`config.mk`:
```
export PLATFORM = sky130hd
export DESIGN_NAME = imu_offset_correct_and_calibrate
export DESIGN_NICKNAME = d
export VERILOG_FILES = /design/src/imuoc_pkg.sv /design/src/imu_offset_correct_and_calibrate.sv
export VERILOG_INCLUDE_DIRS = /design/src /design/src/src
export SDC_FILE = /design/constraint.sdc
export NUM_CORES = 2
export LEC_CHECK = 0
export BUFFER_PORTS_ARGS = -buffer_cell sky130_fd_sc_hd__buf_2
export CAP_MARGIN = 20
export CORE_ASPECT_RATIO = 1.4
export CORE_MARGIN = 1.5
export CORE_UTILIZATION = 28
export DETAILED_ROUTE_END_ITERATION = 12
export GPL_TIMING_DRIVEN = 0
export PLACE_DENSITY_LB_ADDON = 0.1
export SLEW_MARGIN = 20
export SYNTH_ARGS = -nofsm -noshare
export SYNTH_HDL_FRONTEND = slang
export SYNTH_SLANG_ARGS = --single-unit
```
`constraint.sdc`:
```
create_clock -name i_clk -period 24.3 [get_ports i_clk]
set_input_delay 4.86 -clock i_clk [delete_from_list [all_inputs] [get_ports i_clk]]
set_output_delay 4.86 -clock i_clk [all_outputs]
set_load 0.05 [all_outputs]
```
`src/imu_offset_correct_and_calibrate_assert.svh`:
```
// Assertion macros for the IMU offset correction block.
// Included by modules that check their own logic; needs i_clk and i_rst_n in scope.
`ifndef IMU_OFFSET_CORRECT_AND_CALIBRATE_ASSERT_SVH
`define IMU_OFFSET_CORRECT_AND_CALIBRATE_ASSERT_SVH

// Same-cycle implication, disabled during reset.
`define IMUOC_ASSERT_NOW(label, ante, cons, msg) \
    label: assert property (@(posedge i_clk) disable iff (!i_rst_n) (ante) |-> (cons)) \
        else $error(msg);

// Next-cycle implication, disabled during reset.
`define IMUOC_ASSERT_NEXT(label, ante, cons, msg) \
    label: assert property (@(posedge i_clk) disable iff (!i_rst_n) (ante) |=> (cons)) \
        else $error(msg);

`endif

```
`src/imuoc_pkg.sv`:
```
// Package for the IMU offset correction block: widths, constants, types, helpers.
// No dependencies.
`default_nettype none

package imuoc_pkg;

    // Field and state widths
    localparam int SAMPLE_W    = 16;
    localparam int SUM_W       = 24;
    localparam int CNT_W       = 8;
    localparam int DB_W        = 8;
    localparam int AXES        = 3;

    // Calibration length and deadband reset value
    localparam int CAL_SAMPLES = 200;
    localparam logic [DB_W-1:0] DB_RESET = DB_W'(5);

    // Truncating divide by CAL_SAMPLES as a reciprocal multiply.
    // A full sum magnitude stays below 2^MAG_W and the reciprocal error below
    // 2^CNT_W, so a shift of MAG_W + CNT_W gives the exact floor quotient.
    localparam int     MAG_W    = SUM_W - 1;
    localparam int     RECIP_SH = MAG_W + CNT_W;
    localparam longint RECIP    = ((longint'(1) << RECIP_SH) + longint'(CAL_SAMPLES) - 1)
                                  / longint'(CAL_SAMPLES);
    localparam int     RECIP_W  = $clog2(RECIP + 1);
    localparam int     PROD_W   = MAG_W + RECIP_W;

    typedef logic signed [SAMPLE_W-1:0] t_sample;
    typedef logic signed [SUM_W-1:0]    t_sum;

    typedef struct packed {
        t_sample acc_x;
        t_sample acc_y;
        t_sample acc_z;
        t_sample gyro_x;
        t_sample gyro_y;
        t_sample gyro_z;
        logic    gyro_busy;
        logic    acc_busy;
    } t_result;

    localparam t_sample SAMPLE_MAX = {1'b0, {(SAMPLE_W-1){1'b1}}};
    localparam t_sample SAMPLE_MIN = {1'b1, {(SAMPLE_W-1){1'b0}}};

    // a - b, saturated to the sample range
    function automatic t_sample sat_sub(input t_sample a, input t_sample b);
        logic signed [SAMPLE_W:0] d;
        d = {a[SAMPLE_W-1], a} - {b[SAMPLE_W-1], b};
        if (d[SAMPLE_W] != d[SAMPLE_W-1]) begin
            return d[SAMPLE_W] ? SAMPLE_MIN : SAMPLE_MAX;
        end
        return d[SAMPLE_W-1:0];
    endfunction

endpackage

`default_nettype wire

```
`src/imu_offset_correct_and_calibrate.sv`:
```
// The result of a taken input transaction is registered in the result or skid register.
// Throughput: one transaction per cycle; the input stalls while the skid register holds a
// result, and while the divider is busy after the item that ends a calibration, as the sums
// are divided by CAL_SAMPLES (reciprocal multiply), so the next item sees the new offsets.
// Reset (synchronous, active low): offsets, sums, counters cleared, deadband set to 5.
// Depends on imuoc_pkg and imu_offset_correct_and_calibrate_assert.svh.
`default_nettype none

module imu_offset_correct_and_calibrate (
    input  wire logic                              i_clk,
    input  wire logic                              i_rst_n,
    // sample input channel
    input  wire logic                              i_in_valid,
    output logic                                   o_in_stall,
    input  wire logic signed [imuoc_pkg::SAMPLE_W-1:0] i_acc_x_raw,
    input  wire logic signed [imuoc_pkg::SAMPLE_W-1:0] i_acc_y_raw,
    input  wire logic signed [imuoc_pkg::SAMPLE_W-1:0] i_acc_z_raw,
    input  wire logic signed [imuoc_pkg::SAMPLE_W-1:0] i_gyro_x_raw,
    input  wire logic signed [imuoc_pkg::SAMPLE_W-1:0] i_gyro_y_raw,
    input  wire logic signed [imuoc_pkg::SAMPLE_W-1:0] i_gyro_z_raw,
    input  wire logic                              i_start_gyro_cal,
    input  wire logic                              i_start_acc_cal,
    // result channel
    output logic                                   o_out_valid,
    input  wire logic                              i_out_stall,
    output logic signed [imuoc_pkg::SAMPLE_W-1:0]  o_acc_x_out,
    output logic signed [imuoc_pkg::SAMPLE_W-1:0]  o_acc_y_out,
    output logic signed [imuoc_pkg::SAMPLE_W-1:0]  o_acc_z_out,
    output logic signed [imuoc_pkg::SAMPLE_W-1:0]  o_gyro_x_out,
    output logic signed [imuoc_pkg::SAMPLE_W-1:0]  o_gyro_y_out,
    output logic signed [imuoc_pkg::SAMPLE_W-1:0]  o_gyro_z_out,
    output logic                                   o_gyro_cal_busy,
    output logic                                   o_acc_cal_busy,
    // deadband register write channel
    input  wire logic                              i_cfg_valid,
    output logic                                   o_cfg_ready,
    input  wire logic [imuoc_pkg::DB_W-1:0]        i_cfg_data
);
    import imuoc_pkg::*;

    `include "imu_offset_correct_and_calibrate_assert.svh"

    localparam logic [CNT_W-1:0]  CNT_LAST  = CNT_W'(CAL_SAMPLES);
    localparam logic [CNT_W-1:0]  CNT_ONE   = CNT_W'(1);
    localparam logic [PROD_W-1:0] RECIP_VAL = PROD_W'(RECIP);

    // Calibration state
    t_sample             r_gyro_off [AXES];
    t_sample             r_acc_off  [AXES];
    t_sum                r_gyro_sum [AXES];
    t_sum                r_acc_sum  [2];
    logic [CNT_W-1:0]    r_gyro_cnt, r_acc_cnt;
    logic                r_gyro_act, r_acc_act;
    logic [DB_W-1:0]     r_deadband;

    t_sample             n_gyro_off [AXES];
    t_sample             n_acc_off  [AXES];
    t_sum                n_gyro_sum [AXES];
    t_sum                n_acc_sum  [2];
    logic [CNT_W-1:0]    n_gyro_cnt, n_acc_cnt;
    logic                n_gyro_act, n_acc_act;

    // Divider lanes: sum magnitude and sign, captured when a divide starts
    logic [MAG_W-1:0]     r_div_mag [AXES];
    logic                 r_div_neg [AXES];
    logic                 r_div_busy;
    logic                 r_div_acc;
    logic                 div_start;
    logic                 div_for_acc;
    t_sum                 div_src  [AXES];
    logic [PROD_W-1:0]    div_prod [AXES];
    t_sample              div_q    [AXES];
    logic                 div_done;

    // Output buffer: result register plus skid register
    t_result             r_out, r_skid;
    logic                r_out_valid, r_skid_valid;
    t_result             res;

    logic                in_accept, out_pop;
    t_sample             acc_c  [AXES];
    t_sample             gyro_c [AXES];
    t_sample             gyro_z_db;
    logic signed [SAMPLE_W:0] gz_ext, db_ext;
    logic                g_act, a_act, acc_runs;

    assign in_accept   = i_in_valid && !o_in_stall;
    assign out_pop     = r_out_valid && !i_out_stall;
    assign o_in_stall  = r_skid_valid || r_div_busy;
    assign o_cfg_ready = 1'b1;
    assign div_done    = r_div_busy;

    // Offset subtraction with saturation
    assign acc_c[0]  = sat_sub(i_acc_x_raw,  r_acc_off[0]);
    assign acc_c[1]  = sat_sub(i_acc_y_raw,  r_acc_off[1]);
    assign acc_c[2]  = sat_sub(i_acc_z_raw,  r_acc_off[2]);
    assign gyro_c[0] = sat_sub(i_gyro_x_raw, r_gyro_off[0]);
    assign gyro_c[1] = sat_sub(i_gyro_y_raw, r_gyro_off[1]);
    assign gyro_c[2] = sat_sub(i_gyro_z_raw, r_gyro_off[2]);

    // Gyro Z deadband
    assign gz_ext    = {gyro_c[2][SAMPLE_W-1], gyro_c[2]};
    assign db_ext    = {{(SAMPLE_W+1-DB_W){1'b0}}, r_deadband};
    assign gyro_z_db = ((gz_ext <= db_ext) && (gz_ext >= -db_ext)) ? '0 : gyro_c[2];

    // Calibration step for the accepted item
    always_comb begin
        n_gyro_off  = r_gyro_off;
        n_acc_off   = r_acc_off;
        n_gyro_sum  = r_gyro_sum;
        n_acc_sum   = r_acc_sum;
        n_gyro_cnt  = r_gyro_cnt;
        n_acc_cnt   = r_acc_cnt;
        n_gyro_act  = r_gyro_act;
        n_acc_act   = r_acc_act;
        div_start   = 1'b0;
        div_for_acc = 1'b0;
        g_act       = r_gyro_act || i_start_gyro_cal;
        a_act       = r_acc_act || i_start_acc_cal;
        acc_runs    = 1'b1;

        if (in_accept) begin
            n_gyro_act = g_act;
            n_acc_act  = a_act;
            if (g_act) begin
                if (r_gyro_cnt == '0) begin
                    for (int i = 0; i < AXES; i++) begin
                        n_gyro_sum[i] = '0;
                        n_gyro_off[i] = '0;
                    end
                    n_gyro_cnt = CNT_ONE;
                    acc_runs   = 1'b0;
                end else begin
                    n_gyro_sum[0] = r_gyro_sum[0] + t_sum'(gyro_c[0]);
                    n_gyro_sum[1] = r_gyro_sum[1] + t_sum'(gyro_c[1]);
                    n_gyro_sum[2] = r_gyro_sum[2] + t_sum'(gyro_z_db);
                    if (r_gyro_cnt == CNT_LAST) begin
                        div_start  = 1'b1;
                        n_gyro_cnt = '0;
                        n_gyro_act = 1'b0;
                        acc_runs   = 1'b0;
                    end else begin
                        n_gyro_cnt = r_gyro_cnt + CNT_ONE;
                    end
                end
            end
            if (acc_runs && a_act) begin
                if (r_acc_cnt == '0) begin
                    n_acc_sum[0] = '0;
                    n_acc_sum[1] = '0;
                    for (int i = 0; i < AXES; i++) begin
                        n_acc_off[i] = '0;
                    end
                    n_acc_cnt = CNT_ONE;
                end else begin
                    n_acc_sum[0] = r_acc_sum[0] + t_sum'(acc_c[0]);
                    n_acc_sum[1] = r_acc_sum[1] + t_sum'(acc_c[1]);
                    if (r_acc_cnt == CNT_LAST) begin
                        div_start   = 1'b1;
                        div_for_acc = 1'b1;
                        n_acc_off[2] = '0;
                        n_acc_cnt   = '0;
                        n_acc_act   = 1'b0;
                    end else begin
                        n_acc_cnt = r_acc_cnt + CNT_ONE;
                    end
                end
            end
        end

        // Load averaged offsets when the divider finishes
        if (div_done) begin
            if (r_div_acc) begin
                n_acc_off[0] = div_q[0];
                n_acc_off[1] = div_q[1];
                n_acc_off[2] = '0;
            end else begin
                for (int i = 0; i < AXES; i++) begin
                    n_gyro_off[i] = div_q[i];
                end
            end
        end
    end

    // Divider source: final sums of the finishing calibration
    assign div_src[0] = div_for_acc ? n_acc_sum[0] : n_gyro_sum[0];
    assign div_src[1] = div_for_acc ? n_acc_sum[1] : n_gyro_sum[1];
    assign div_src[2] = div_for_acc ? '0           : n_gyro_sum[2];

    // Magnitude times reciprocal, then the sign is put back (truncation toward zero)
    always_comb begin
        for (int l = 0; l < AXES; l++) begin
            div_prod[l] = PROD_W'(r_div_mag[l]) * RECIP_VAL;
            div_q[l]    = r_div_neg[l] ? SAMPLE_W'(-div_prod[l][RECIP_SH +: SAMPLE_W])
                                       : div_prod[l][RECIP_SH +: SAMPLE_W];
        end
    end

    // Result of the accepted item
    always_comb begin
        res.acc_x     = acc_c[0];
        res.acc_y     = acc_c[1];
        res.acc_z     = acc_c[2];
        res.gyro_x    = gyro_c[0];
        res.gyro_y    = gyro_c[1];
        res.gyro_z    = gyro_z_db;
        res.gyro_busy = n_gyro_act;
        res.acc_busy  = n_acc_act;
    end

    // Control and state registers
    always_ff @(posedge i_clk) begin
        if (!i_rst_n) begin
            for (int i = 0; i < AXES; i++) begin
                r_gyro_off[i] <= '0;
                r_acc_off[i]  <= '0;
                r_gyro_sum[i] <= '0;
            end
            r_acc_sum[0] <= '0;
            r_acc_sum[1] <= '0;
            r_gyro_cnt   <= '0;
            r_acc_cnt    <= '0;
            r_gyro_act   <= 1'b0;
            r_acc_act    <= 1'b0;
            r_deadband   <= DB_RESET;
            r_div_busy   <= 1'b0;
            r_div_acc    <= 1'b0;
        end else begin
            r_gyro_off <= n_gyro_off;
            r_acc_off  <= n_acc_off;
            r_gyro_sum <= n_gyro_sum;
            r_acc_sum  <= n_acc_sum;
            r_gyro_cnt <= n_gyro_cnt;
            r_acc_cnt  <= n_acc_cnt;
            r_gyro_act <= n_gyro_act;
            r_acc_act  <= n_acc_act;
            if (i_cfg_valid && o_cfg_ready) begin
                r_deadband <= i_cfg_data;
            end
            if (div_start) begin
                r_div_busy <= 1'b1;
                r_div_acc  <= div_for_acc;
            end else if (r_div_busy) begin
                r_div_busy <= 1'b0;
            end
        end
    end

    // Divider lane operands
    always_ff @(posedge i_clk) begin
        for (int l = 0; l < AXES; l++) begin
            if (div_start) begin
                r_div_neg[l] <= div_src[l][SUM_W-1];
                r_div_mag[l] <= div_src[l][SUM_W-1] ? MAG_W'(-div_src[l])
                                                    : MAG_W'(div_src[l]);
            end
        end
    end

    // Output buffer control
    always_ff @(posedge i_clk) begin
        if (!i_rst_n) begin
            r_out_valid  <= 1'b0;
            r_skid_valid <= 1'b0;
        end else begin
            if (r_skid_valid) begin
                if (out_pop) begin
                    r_skid_valid <= 1'b0;
                end
            end else if (in_accept) begin
                r_out_valid <= 1'b1;
                if (r_out_valid && !out_pop) begin
                    r_skid_valid <= 1'b1;
                end
            end else if (out_pop) begin
                r_out_valid <= 1'b0;
            end
        end
    end

    // Output buffer payload
    always_ff @(posedge i_clk) begin
        if (r_skid_valid) begin
            if (out_pop) begin
                r_out <= r_skid;
            end
        end else if (in_accept) begin
            if (!r_out_valid || out_pop) begin
                r_out <= res;
            end else begin
                r_skid <= res;
            end
        end
    end

    assign o_out_valid     = r_out_valid;
    assign o_acc_x_out     = r_out.acc_x;
    assign o_acc_y_out     = r_out.acc_y;
    assign o_acc_z_out     = r_out.acc_z;
    assign o_gyro_x_out    = r_out.gyro_x;
    assign o_gyro_y_out    = r_out.gyro_y;
    assign o_gyro_z_out    = r_out.gyro_z;
    assign o_gyro_cal_busy = r_out.gyro_busy;
    assign o_acc_cal_busy  = r_out.acc_busy;

    // Checks
    `IMUOC_ASSERT_NOW(a_skid_behind_out, r_skid_valid, r_out_valid, "skid full, output empty")
    `IMUOC_ASSERT_NOW(a_gyro_cnt_active, r_gyro_cnt != '0, r_gyro_act, "gyro count, no cal")
    `IMUOC_ASSERT_NOW(a_acc_cnt_active, r_acc_cnt != '0, r_acc_act, "acc count, no cal")
    `IMUOC_ASSERT_NEXT(a_div_ends, div_done, !r_div_busy, "divider did not finish")

endmodule

`default_nettype wire

```
Yosys cells after proc, flatten, opt, wreduce, memory -nomap -nowiden
Memory sizes are Yosys's and may differ from the RTL's. Index checks and enable logic that the tools add are counted.

Flip-flop bits (word level): 442. Bits in writable memories: 72. Memories: 2. Word-level logic and storage cells: 187. Output and inout bits: 101.

Memory list: r_div_mag (words 3, width 23, rd ports 3, clocked after memory_dff 0, wr ports 3, RTL line imu_offset_correct_and_calibrate.sv:64) `logic [MAG_W-1:0] r_div_mag [AXES];`; r_div_neg (words 3, width 1, rd ports 3, clocked after memory_dff 0, wr ports 3, RTL line imu_offset_correct_and_calibrate.sv:65) `logic r_div_neg [AXES];`.

Bitwise logic cells: 2. Multipliers: 3. $add $sub $neg: 20. Reduce and logical (&&, ||, !) cells: 23. $lt $le $gt $ge: 2. Muxes and demuxes: 90. Equality and inequality tests: 9.

Operators with widths (count): $mux 48 (12); $mux 98 (4); $mux 16 (24); $mux 72 (3); $mul 23x24->47 const B (3); $add 24x16->24 (5); $sub 16x16->17 (6); $mux 24 (3); $mux 23 (3); $neg 23->23 (3); $neg 16->16 (3); $mux 1 (36); $mux 32 (1); $mux 8 (4); $ge 16x17->1 (1); $neg 8->17 (1); $add 8x1->8 const B (2); $eq 8x8->1 const B (2); $le 16x9->1 (1); $logic_not 8->1 (2); $ne 1x1->1 (6); $reduce_and 2->1 (3); $reduce_and 3->1 (2); $reduce_bool 2->1 (3); 5 further kinds (16).

Depth between registers and ports, before layout
Word-level depth: 14. Depth in mapped cells: 45. Mapped depth without buffers: 43.

Worst setup path after synthesis
Ideal clock, no wire load.

Path type: input-to-reg. Start point: input port i_gyro_z_raw[0] in the netlist's numbering. End point: memory r_div_mag[0][47] in the netlist's numbering (data pin). Slack: 10691 ps. Data arrival time: 13343 ps. Stages: 44. Cell sequence: inv_1 ha_1 inv_1 fa_1 a21o_1 a21o_1 a2111oi_2 o311ai_1 a31o_1 a21oi_1 o21ai_1 nand2_1 ha_1 and3_1 buf_2 a21oi_1 inv_1 ha_1 [8 not listed] or4_1 a21boi_1 buf_2 nor2_1 ha_1 a21o_1 a21oi_1 o211a_1 or2_2 a2111o_1 a311oi_1 o32a_1 mux2i_1 o22ai_1 clkbuf_1 clkbuf_1 mux2i_1 nor2_1.

RTL lines: start: declaration (RTL line imu_offset_correct_and_calibrate.sv:20) `input wire logic signed [imuoc_pkg::SAMPLE_W-1:0] i_gyro_z_raw,`; end: declaration (RTL line imu_offset_correct_and_calibrate.sv:64).

==> summary.txt <==
Hold path
  • Worst hold path class: reg -> reg

STA
  • Final setup vio count: 0
  • Hold_ws: 0.448 ns
  • Setup TNS: 0 ns
  • Tcrit/Tclk final: 63.8%
  • Min cycle time layout: 15.50 ns
  • Clock skew: 0.0468 ns
  • Fmax: 64.5 MHz
  • Final Slew Violations: 0
  • Post-route setup slack: 8.80 ns
  • Tightest Pin Transition: 1.19 ns
  • RSZ-0062 raised after global routing: no
  • Final hold vios: 0
  • Rel. slew slack: 20.4%

GRT
  • Vias in the first global route: 50,700
  • Largest net degree at the start of global routing: 43
  • Total grt overflow: 0
  • Antenna violations before repair: 13
  • First-pass GRT wire length: 329 mm
  • Gr usage total: 20.2%

Floorplan
  • Io pins: 212
  • Core area: 217,000 um^2
  • Starting Density: 28.2%
  • DIE HEIGHT: 556 um
  • Row cnt: 202
  • Die footprint: 222,000 um^2
  • Die Width: 398 um

Run status
  • Status: finished clean

Routing
  • Vias: 47,800
  • DRT iter0 DRCs: 2,258
  • Residual DRC count: 0
  • Wirelength per Cell: 23.0 um
  • Remaining antenna violation count: 0
  • DR vias/cell: 4.92
  • Routed wire length: 224 mm
  • Pre-Repair DR Iteration Count: 5

Critical path
  • Critical Path End Type: flip-flop
  • Req. time, crit path: 24.66 ns
  • Max incr delay on CP: 0.58 ns
  • Number of buffers and inverters on the critical path: 8
  • Cell family with most CP delay: compound AO/OA/AOI/OAI gates
  • Crit-path max FO: 10
  • Critical path class: in -> reg
  • Worst path slowest cell: or4_1
  • Crit path launch type: input pin
  • Crit path DAT: 15.86 ns

Flow run
  • Max Cap Violations: 0

Synthesis
  • Register bit total from synthesis: 514
  • Avg Synthesized Cell Area: 9.39 um^2
  • Synth Instances: 6,522
  • Yosys Warn Count: 0
  • Post-synthesis sequential area ratio: 21.2%
  • Netlist cell types: 107
  • Top FF cell, synth: edfxtp_1
  • Post-synthesis net count: 8,198
  • EDFF count, synth: 268
  • Post-synth ARST share: 0%
  • Post-Synthesis Cell Area: 61,200 um^2

CTS
  • CTS HTree Levels: 3
  • Num CTS Buffers: 68
  • CTS tree: done
  • Clock Path Buffers: 3
  • Num Clock Sinks: 514
  • Post-CTS sizing: 0
  • Clk root buf: clkbuf_16
  • Worst-path clk slew: 0.06 ns
  • # Post-CTS Setup Buffers: 0
  • Hold-fix buffers, CTS: 0
  • Clock latency on the worst-skew pair: 0.67 ns

Placement
  • Placement Setup Slack: 8.09 ns
  • Hpwl dp: 193 mm
  • IO Port Bufs: 209
  • Routability Congestion: 0.902

Cells and area
  • Commonest non-fill, non-tap cell in the layout: inv_1
  • Commonest cells after routing, fill and taps aside: inv_1 (1,160), ha_1 (966), fa_1 (599), nand2_1 (393), nor2_1 (360)
  • P&R area growth vs syn: 11.9%
  • Share of layout cells above drive strength 1: 7.28%
  • FF/Latch Area: 13,000 um^2
  • # nets final: 8,490
  • Fillers: 22,900
  • Area of the multi-input gates: 43,300 um^2

Power
  • Max IR drop VDD: 0.0472 mV
  • PwrDens: 39.4 nW/um^2
  • Pleak: 31.6 nW
cell type report:
cell class / instances / share of cell area [%]
antenna: 6 / 0.0219
buffer: 159 / 0.951
clock buffer: 90 / 2.81
clock inverter: 35 / 0.548
inverter: 1162 / 6.36
multi-input combinational: 4687 / 63.2
sequential: 514 / 18.9
tap: 2856 / 5.21
timing repair buffer: 222 / 1.96
cell usage after synthesis, drive strengths merged (23+ instances only):
master     n  area [um^2]
nor2     361         1360
and3      47          295
a22oi     57          433
o211ai    35          268
and2      81          507
edfxtp   268         8050
a31oi     52          325
nor3b     23          178
nor3      99          507
buf       27          139
a21o     118          886
xnor2    157         1380
or2       28          178
mux2i     35          350
a22o      30          263
mux2      70          788
o21a      46          345
nor2b     58          363
nand2b    44          275
o21ai    325         1630
ha       966        12100
xor2     115         1010
nand3    101          505
clkbuf   132          495
or3       39          254
nand2    395         1490
o21bai    32          240
fa       599        12000
nand4     53          332
inv     1161         4360
dfxtp    246         4920
a21oi    315         1580
o31ai     55          427
a211oi    57          443
metal layers:
layer | up-vias | GRT usage [%] | share of wire [%] | routed length, um
li1 | 22900 | - | - | -
met1 | 23700 | 24.1 | 41 | 92600
met2 | 886 | 37.2 | 52 | 115000
met3 | 274 | 2.02 | 3.3 | 7470
met4 | 6 | 6.67 | 3.6 | 7980
met5 | - | 0 | 0.020 | 45
metrics by stage:
stage / util, % / total power [mW] / area, um^2 / cells
finish: 31.6 / 2.70 / 68500 / 9731
global route: 31.6 / 2.82 / 68500 / 9726
detailed placement: 30.5 / 1.65 / 66200 / 9600
global placement: 30.4 / 1.65 / 65900 / 9587
floorplan: - / 1.42 / 61200 / 6522
CTS: 31.6 / 2.75 / 68500 / 9725
power by group:
part           leakage [nW]  internal, mW  total [mW]  switching (mW)
sequential             4.46         0.965       0.984          0.0190
combinational          26.1         0.199       0.646           0.447
clock                  1.13         0.626        1.07           0.447
total                  31.6          1.79        2.70           0.913
registers in the layout, indices dropped and copies added, names as in the netlist, 16 cells and up:
signal,cells
o_acc_y_out,16
r_skid,98
r_acc_sum,48
o_gyro_x_out,16
o_gyro_y_out,16
o_gyro_z_out,16
r_gyro_off,48
o_acc_z_out,16
o_acc_x_out,16
r_gyro_sum,72
r_div_mag,69
r_acc_off,48
tightest hold or removal path: stages (launching register included):
cell and delay [ns]:
dfxtp_1 0.30, inv_1 0.06, nor3_1 0.05
cells by family (layout without fill, tap and decap cells):
kind of cell	after synthesis	count (layout)	synth area share, %
adders and majority gates	1567	1567	39.4
and+or+nand+nor	1411	1411	11.3
AOI/OAI and AO/OA	1330	1330	14.3
xor gates and xnor gates	273	273	3.93
buffers and inverters	1321	1668	8.16
other	1	7	0.00612
DFF	514	514	21.2
muxes	105	105	1.86
path summary, 6_finish.rpt:
kind / endpoint / slack, ns / startpoint / cells past startpoint
worst max-delay path: r_div_mag[0][47] / 8.80 / i_gyro_z_raw[0] / 45
worst min-delay path: r_acc_off[7] / 0.45 / r_acc_off[7] / 2
worst max register to register: r_div_mag[0][47] / 12.88 / r_gyro_off[0] / 43
worst min register to register: r_acc_off[7] / 0.45 / r_acc_off[7] / 2
No activity file was read; power rests on OpenSTA's default activity.
